File: config.mk
export PLATFORM = sky130hd
export DESIGN_NAME = rsf_emitter
export DESIGN_NICKNAME = d
export VERILOG_FILES = /design/src/sv/rsf_pkg.sv /design/src/sv/rsf_emitter.sv
export SDC_FILE = /design/constraint.sdc
export NUM_CORES = 1
export LEC_CHECK = 0
export BUFFER_PORTS_ARGS = -buffer_cell sky130_fd_sc_hd__buf_2
export CAP_MARGIN = 20
export CORE_ASPECT_RATIO = 0.7
export CORE_MARGIN = 2
export CORE_UTILIZATION = 46
export CTS_BUF_LIST = sky130_fd_sc_hd__clkbuf_8
export CTS_CLUSTER_SIZE = 12
export DETAILED_ROUTE_END_ITERATION = 8
export HOLD_SLACK_MARGIN = 0.15
export PLACE_DENSITY_LB_ADDON = 0.3
export SLEW_MARGIN = 0
export SYNTH_ARGS = -nofsm -noshare
export SYNTH_HDL_FRONTEND = slang
export SYNTH_SLANG_ARGS = --single-unit
File: constraint.sdc
create_clock -name clock -period 1 [get_ports clock]
set_input_delay 0.1 -clock clock [delete_from_list [all_inputs] [get_ports clock]]
set_output_delay 0.1 -clock clock [all_outputs]
set_load 0.05 [all_outputs]
File: src/sv/rsf_pkg.sv
// ----------------------------------------------------------------------------
// rsf_pkg: shared types, constants and kernel arithmetic
// Pixel, result and control types plus the per-channel sharpen function
// used by the 3x3 sharpen filter.
// ----------------------------------------------------------------------------
package rsf_pkg;

   // channel and pixel widths
   localparam int CH_W  = 8;
   localparam int PIX_W = 3 * CH_W;

   // position widths
   localparam int ROW_W = 12;
   localparam int COL_W = 10;
   localparam int POS_W = 14;   // wide enough for any line length up to 8192

   // configuration register widths and reset values
   localparam int FW_W       = 11;
   localparam int FH_W       = 13;
   localparam int CSR_DATA_W = 13;
   localparam int CSR_IDX_W  = 1;
   localparam logic [FW_W-1:0] FRAME_WIDTH_RST  = 11'd640;
   localparam logic [FH_W-1:0] FRAME_HEIGHT_RST = 13'd480;

   // register indexes
   localparam logic [CSR_IDX_W-1:0] CSR_FRAME_WIDTH  = 1'b0;
   localparam logic [CSR_IDX_W-1:0] CSR_FRAME_HEIGHT = 1'b1;

   // frame size limits
   localparam int MIN_DIM      = 3;
   localparam int MAX_ROWS     = 4096;
   localparam int MAX_LINE_DEF = 1024;

   // line store entry: older line pixel above newer line pixel
   localparam int LINE_W = 2 * PIX_W;

   // kernel center weight and channel ceiling
   localparam int KERN_CENTER = 5;
   localparam logic [CH_W-1:0] CH_MAX = 8'd255;

   // pixel packed as red, green, blue from the top bits down
   typedef logic [PIX_W-1:0] pixel_type;

   typedef struct packed {
      pixel_type          pixel;
      logic [ROW_W-1:0]   row;
      logic [COL_W-1:0]   col;
      logic               frame_end;
   } result_type;

   // results caused by one input word; mask bit 0 is the window result,
   // bit 1 the right column of the line above, bit 2 the bottom row pixel
   typedef struct packed {
      logic [2:0]  mask;
      result_type  res_c;
      result_type  res_b;
      result_type  res_a;
   } bundle_type;

   // per-word control decided when the word enters
   typedef struct packed {
      logic has_a;
      logic interior;
      logic has_b;
      logic has_c;
      logic line_end;
   } item_ctrl_type;

   // 5*mid - up - left - right - down per channel, clamped to 0..255
   function automatic pixel_type sharpen_px(input pixel_type up,
                                            input pixel_type left,
                                            input pixel_type mid,
                                            input pixel_type right,
                                            input pixel_type down);
      pixel_type        res;
      logic [11:0]      acc;
      res = '0;
      for (int s = 0; s < 3; s++) begin
         acc = 12'(KERN_CENTER) * {4'b0, mid[s*CH_W +: CH_W]}
             - {4'b0, up[s*CH_W +: CH_W]}
             - {4'b0, left[s*CH_W +: CH_W]}
             - {4'b0, right[s*CH_W +: CH_W]}
             - {4'b0, down[s*CH_W +: CH_W]};
         if (acc[11]) begin
            res[s*CH_W +: CH_W] = '0;
         end else if (acc > {4'b0, CH_MAX}) begin
            res[s*CH_W +: CH_W] = CH_MAX;
         end else begin
            res[s*CH_W +: CH_W] = acc[CH_W-1:0];
         end
      end
      return res;
   endfunction

endpackage

File: src/sv/rsf_emitter.sv
// ----------------------------------------------------------------------------
// rsf_emitter: result bundle register and output channel
// Holds the results of one word and sends them in order, one per cycle while
// the receiver is ready, marking the last result of each word.
// ----------------------------------------------------------------------------
module rsf_emitter
   import rsf_pkg::*;
(
   input  logic        clock,
   input  logic        reset,
   input  logic        bundle_load,
   input  bundle_type  bundle,
   output logic        bundle_free,
   output logic        rsp_tvalid,
   input  logic        rsp_tready,
   // red, green, blue, out_row, out_col, zero pad
   output logic [47:0] rsp_tdata,
   output logic        rsp_tlast,   // frame_end
   output logic [0:0]  rsp_tuser    // run_last
);

   logic [2:0]  mask_ff, mask_in;
   result_type  res_a_ff, res_b_ff, res_c_ff;
   logic [2:0]  low_bit;
   result_type  sel;
   logic        taken;

   // lowest pending result goes first
   assign low_bit = mask_ff & (~mask_ff + 3'd1);
   assign taken   = rsp_tvalid & rsp_tready;

   // free when nothing pends after this cycle
   assign bundle_free = (mask_ff == 3'd0)
                      | (rsp_tready & ((mask_ff & (mask_ff - 3'd1)) == 3'd0));

   always_comb begin
      mask_in = mask_ff;
      if (bundle_load) begin
         mask_in = bundle.mask;
      end else if (taken) begin
         mask_in = mask_ff & ~low_bit;
      end
   end

   always_ff @(posedge clock) begin
      if (reset) begin
         mask_ff <= 3'd0;
      end else begin
         mask_ff <= mask_in;
      end
   end

   // bundle payload
   always_ff @(posedge clock) begin
      if (bundle_load) begin
         res_a_ff <= bundle.res_a;
         res_b_ff <= bundle.res_b;
         res_c_ff <= bundle.res_c;
      end
   end

   // output select
   always_comb begin
      if (low_bit[0]) begin
         sel = res_a_ff;
      end else if (low_bit[1]) begin
         sel = res_b_ff;
      end else begin
         sel = res_c_ff;
      end
   end

   assign rsp_tvalid   = (mask_ff != 3'd0);
   assign rsp_tdata    = {2'b00, sel.col, sel.row,
                          sel.pixel[CH_W-1:0],
                          sel.pixel[2*CH_W-1:CH_W],
                          sel.pixel[PIX_W-1:2*CH_W]};
   assign rsp_tlast    = sel.frame_end;
   assign rsp_tuser[0] = ((mask_ff & ~low_bit) == 3'd0);

endmodule

==> metrics.md, run 1 <==
| Metric | Value |
|---|---|
| Outcome | `did not finish` |
| Exit stage | `clock tree synthesis` |
| Stop err | `[ERROR RSZ-0060] Max buffer count reached.` |
| Sequential fraction of the synthesis area | `79.06%` |
| Post-Syn Area | `5431 µm²` |
| Post-CTS Setup Inserts | `4` |
| Resize count post-CTS | `90` |
| TritonCTS buffer count | `17` |
| Cell taking the most area after synthesis | `edfxtp_1` |
| Starting Density | `a little under half` |
| DP HPWL | `roughly 8200 µm` |
| Yosys reg bits | `roughly 140` |
| Clock Tree Root | `clkbuf_8` |
| Htree depth | `4` |
| # hold bufs at CTS | `145` |
| Dpl cells | `684` |
| CTS sink cnt | `~140` |
| Post-Synthesis Cells | `around 320` |
| Row cnt | `33` |
| Clock buffer depth | `2` |
| Syn_area_per_cell | `16.87 µm²` |
| Chip Width | `between 100 and 150 µm` |
| Synth top area cells | `edfxtp_1 78%, mux2i_1 8.7%, o21ai_1 4.3%` |
| Placer Congestion | `about 0.76` |
| Input/output buffers | `a little under 200` |
| Top cell type's share of synthesized area | `between 70% and 80%` |
| Die height | `94.92 µm` |
| Number of top-level pins | `200` |
| Yosys Warn Count | `0` |
| Netlist cell types | `22` |
[Yosys cell counts, drive strengths merged]
cell    number
nand2       49
nand3        1
clkbuf       5
edfxtp     141
or3b         1
o21a         1
a21oi        4
o21ai       48
o211ai       1
maj3         1
or3          1
mux2i       47
nor3b        1
dfxtp        3
inv          2
conb         1
buf         14
nor2         1
[cell families after synthesis]
family                   after synthesis  synth area share [%]
AO/OA/AOI/OAI                         54                 5.137
adder cells (fa/ha/maj)                1                0.1843
buffers and inverters                 21                 2.787
flip-flops                           144                 79.06
multiplexers                          47                 8.662
other                                  1               0.06904
AND/OR/NAND/NOR                       54                 4.101
[per-stage QoR]
| stage | area, µm² | setup slack (ns) | setup TNS [ns] |
|---|---|---|---|
| after floorplan | 5866 | -0.2722 | -9.586 |
| after global placement | 7237 | -0.3147 | -12.49 |
| after detailed placement | 7237 | -0.3331 | -13.66 |
==> run 2: changes to the inputs <==
Settings changed: CORE_ASPECT_RATIO 0.7 to unset, CORE_UTILIZATION 46 to 35, CTS_BUF_LIST sky130_fd_sc_hd__clkbuf_8 to unset, CTS_CLUSTER_SIZE 12 to unset, HOLD_SLACK_MARGIN 0.15 to unset, PLACE_DENSITY_LB_ADDON 0.3 to 0.15.
Clock period 1 ns to 1.3 ns, I/O delays scaled along.
==> metrics.md, run 2 <==
| Metric | Value |
|---|---|
| GRT Util Overall | `~17%` |
| Final worst-path cycle share | `132.1%` |
| HP Class | `input pin to flip-flop` |
| Failing checks | `negative setup slack` |
| CTS tree | `yes` |
| Clk pin slew, worst setup/hold paths | `0.06 ns` |
| Yosys Warn Count | `0 (unchanged)` |
| Clock Tree Root | `clkbuf_16` |
| Max Slew Vio Count | `0` |
| WP data arrival | `1.59 ns` |
| Diodes inserted | `0` |
| Setup crit end kind | `primary output` |
| DP HPWL | `7996 µm (-2.5%)` |
| Fmax | `between 500 and 600 MHz` |
| Via count | `approximately 4k` |
| Most common cell after layout, fill and taps aside | `buf_2` |
| Grt total ovfl | `0` |
| Number of top-level pins | `200 (unchanged)` |
| Synth Flop Type | `edfxtp_1` |
| Max Cap Viol | `0` |
| Post-Synthesis Cells | `322 (unchanged)` |
| Clock buffer depth | `2 (unchanged)` |
| Die height | `128.6 µm (+35%)` |
| TritonCTS buffer count | `17 (unchanged)` |
| Leak Pwr | `between 3 and 4 nW` |
| Routed WL | `14210 µm` |
| Crit-path max FO | `8` |
| Fin crit period | `between 1.5 and 2 ns` |
| Core area | `about 15000 µm²` |
| Post-Layout Cell Count | `roughly 900` |
| Worst VDD drop | `slightly above 1000 µV` |
| Synth top area cells | `edfxtp_1 78%, mux2i_1 8.7%, o21ai_1 4.3%` |
| DRC | `0` |
| Cell taking the most area after synthesis | `edfxtp_1` |
| Final Hold Viols | `0` |
| Layout cells sized above 1 | `between 40% and 50%` |
| Sequential fraction of the synthesis area | `79.06% (unchanged)` |
| Final Setup Violations | `50` |
| TritonRoute pass-1 iters | `6` |
| Synthesis-to-layout area growth | `72.40%` |
| Post-Syn Area | `5431 µm² (unchanged)` |
| Most frequent cell after synthesis | `edfxtp_1` |
| Largest net degree at the start of global routing | `49` |
| Power Dens Cells | `1322 nW/µm²` |
| Final worst slack | `-0.4173 ns` |
| DR iter-0 viols | `about 230` |
| Fin util | `61.60%` |
| Input/output buffers | `197 (unchanged)` |
| Outcome | `finished, violations left` |
| Row cnt | `45 (+36%)` |
| Starting Density | `35.73% (-11 points)` |
| Netlist cell types | `22 (unchanged)` |
| Syn_area_per_cell | `16.87 µm² (unchanged)` |
| CP required | `approximately 1.2 ns` |
| Yosys reg bits | `144 (unchanged)` |
| WL per Instance | `between 15 and 20 µm` |
| Worst-skew pair later-pin latency | `0.41 ns` |
| RSZ-0062 raised after global routing | `true` |
| CP startpoint kind | `flip-flop` |
| Dpl cells | `703 (+2.8%)` |
| Final net count | `834` |
| Number of global-route vias before repair | `slightly above 4k` |
| Fillers | `1140` |
| WS Path Type | `flip-flop to primary output` |
| Post-DRT Antenna Nets | `0` |
| Chip Width | `128.6 µm (-4.0%)` |
| Final Skew | `around 0.00025 ns` |
| Regs by FF count | `res_a_ff x47, res_b_ff x47, res_c_ff x47` |
| Placer Congestion | `0.8036 (+6.4%)` |
| Most frequent cells in the layout | `146 x buf_2, 144 x dlygate4sd3_1, 141 x edfxtp_1, 51 x buf_6, 49 x nand2_1` |
| CTS sink cnt | `144 (unchanged)` |
| Die area | `between 15000 and 20000 µm²` |
| Vias per cell | `4.534` |
| Htree depth | `4 (unchanged)` |
| Global-route wire length before repair | `20870 µm` |
| Top cell type's share of synthesized area | `77.95% (unchanged)` |
| Async set-reset flop share out of synthesis | `0% (unchanged)` |
| FF-to-FF setup slack | `0.15 ns` |
| Synth top cells by count | `141 x edfxtp_1, 49 x nand2_1, 47 x mux2i_1, 47 x o21ai_1, 8 x buf_6` |
| Post-synth EDFFs | `141 (unchanged)` |
| Initial antenna violation count | `0` |
[run 2: cell counts after synthesis]
No cell type changed its count.
[run 2: area by class of cell]
| cell class | instances | area [µm²] | area share [%] |
|---|---|---|---|
| clock buffer | 18 | 429.2 | 4.583 |
| multi-input combinational | 158 | 1197 | 12.79 |
| timing repair buffer | 363 | 3097 | 33.07 |
| sequential | 144 | 4302 | 45.94 |
| clock inverter | 12 | 96.34 | 1.029 |
| inverter | 2 | 7.507 | 0.08017 |
| tap | 188 | 235.2 | 2.512 |
[run 2: kinds of logic after synthesis]
| kind of cell | Yosys count | share of synthesized area (%) |
|---|---|---|
| other | 1 | 0.06904 |
| AO/OA/AOI/OAI | 54 | 5.137 |
| buffers and inverters | 21 | 2.787 |
| AND/OR/NAND/NOR | 54 | 4.101 |
| multiplexers | 47 | 8.662 |
| flip-flops | 144 | 79.06 |
| adder cells (fa/ha/maj) | 1 | 0.1843 |
[run 2: critical path: stages (launching register included)]
cell and delay (ns):
dfxtp_4 0.36, buf_6 0.13, clkbuf_16 0.17, mux2i_1 0.12, o21ai_1 0.21, buf_6 0.19
[run 2: metrics by stage]
stage / instance area, µm² / worst slack [ns] / power (mW) / hold slack, ns / TNS (ns)
after floorplan: 5510 / -0.2172 / 6.712 / 0.1924 / -7.043
after global placement: 6809 / 0.009699 / 7.315 / 0.3064 / 0
after detailed placement: 6809 / 0.001032 / 7.337 / 0.3081 / 0
after CTS: 9017 / -0.4520 / 12.27 / 0.006276 / -18.79
after global routing: 9364 / -0.4653 / 12.83 / 0.05783 / -21.59
final: 9364 / -0.4173 / 12.38 / 0.05495 / -18.13
[run 2: routing by layer]
metal,share of wire [%],up-vias,global-route usage (%)
li1,-,1943,-
met1,42,1901,20.05
met2,51,155,29.07
met3,6.1,14,4.782
met4,1.1,0,6.905
met5,0,-,0
[run 2: timing repair]
item / 4_1_cts / 5_1_grt
pin swaps: 0 / 2
setup endpoints to repair: 50 / 50
endpoints found under the hold margin: 144 / 0
buffers inserted: 0 / 5
cloned: 0 / 3
resized for setup: 77 / 71
hold buffers: 144 / 0
[run 2: report_power, final]
part | switching [mW] | leakage, nW | internal [mW]
Sequential | 0.126 | 1.41 | 5.50
Clock | 1.81 | 0.259 | 2.58
Combinational | 1.28 | 2.00 | 1.09
Total | 3.21 | 3.66 | 9.17
[run 2: worst paths after layout]
check / startpoint / to / cells after the start
setup / recovery: mask_ff[1]$_SDFFE_PP0P_ / rsp_tdata[5] / 5
hold / removal: bundle[141] / mask_ff[0]$_SDFFE_PP0P_ / 3
setup reg to reg: mask_ff[0]$_SDFFE_PP0P_ / mask_ff[0]$_SDFFE_PP0P_ / 4
hold reg to reg: mask_ff[2]$_SDFFE_PP0P_ / mask_ff[2]$_SDFFE_PP0P_ / 2
No activity file was read; power rests on OpenSTA's default activity.
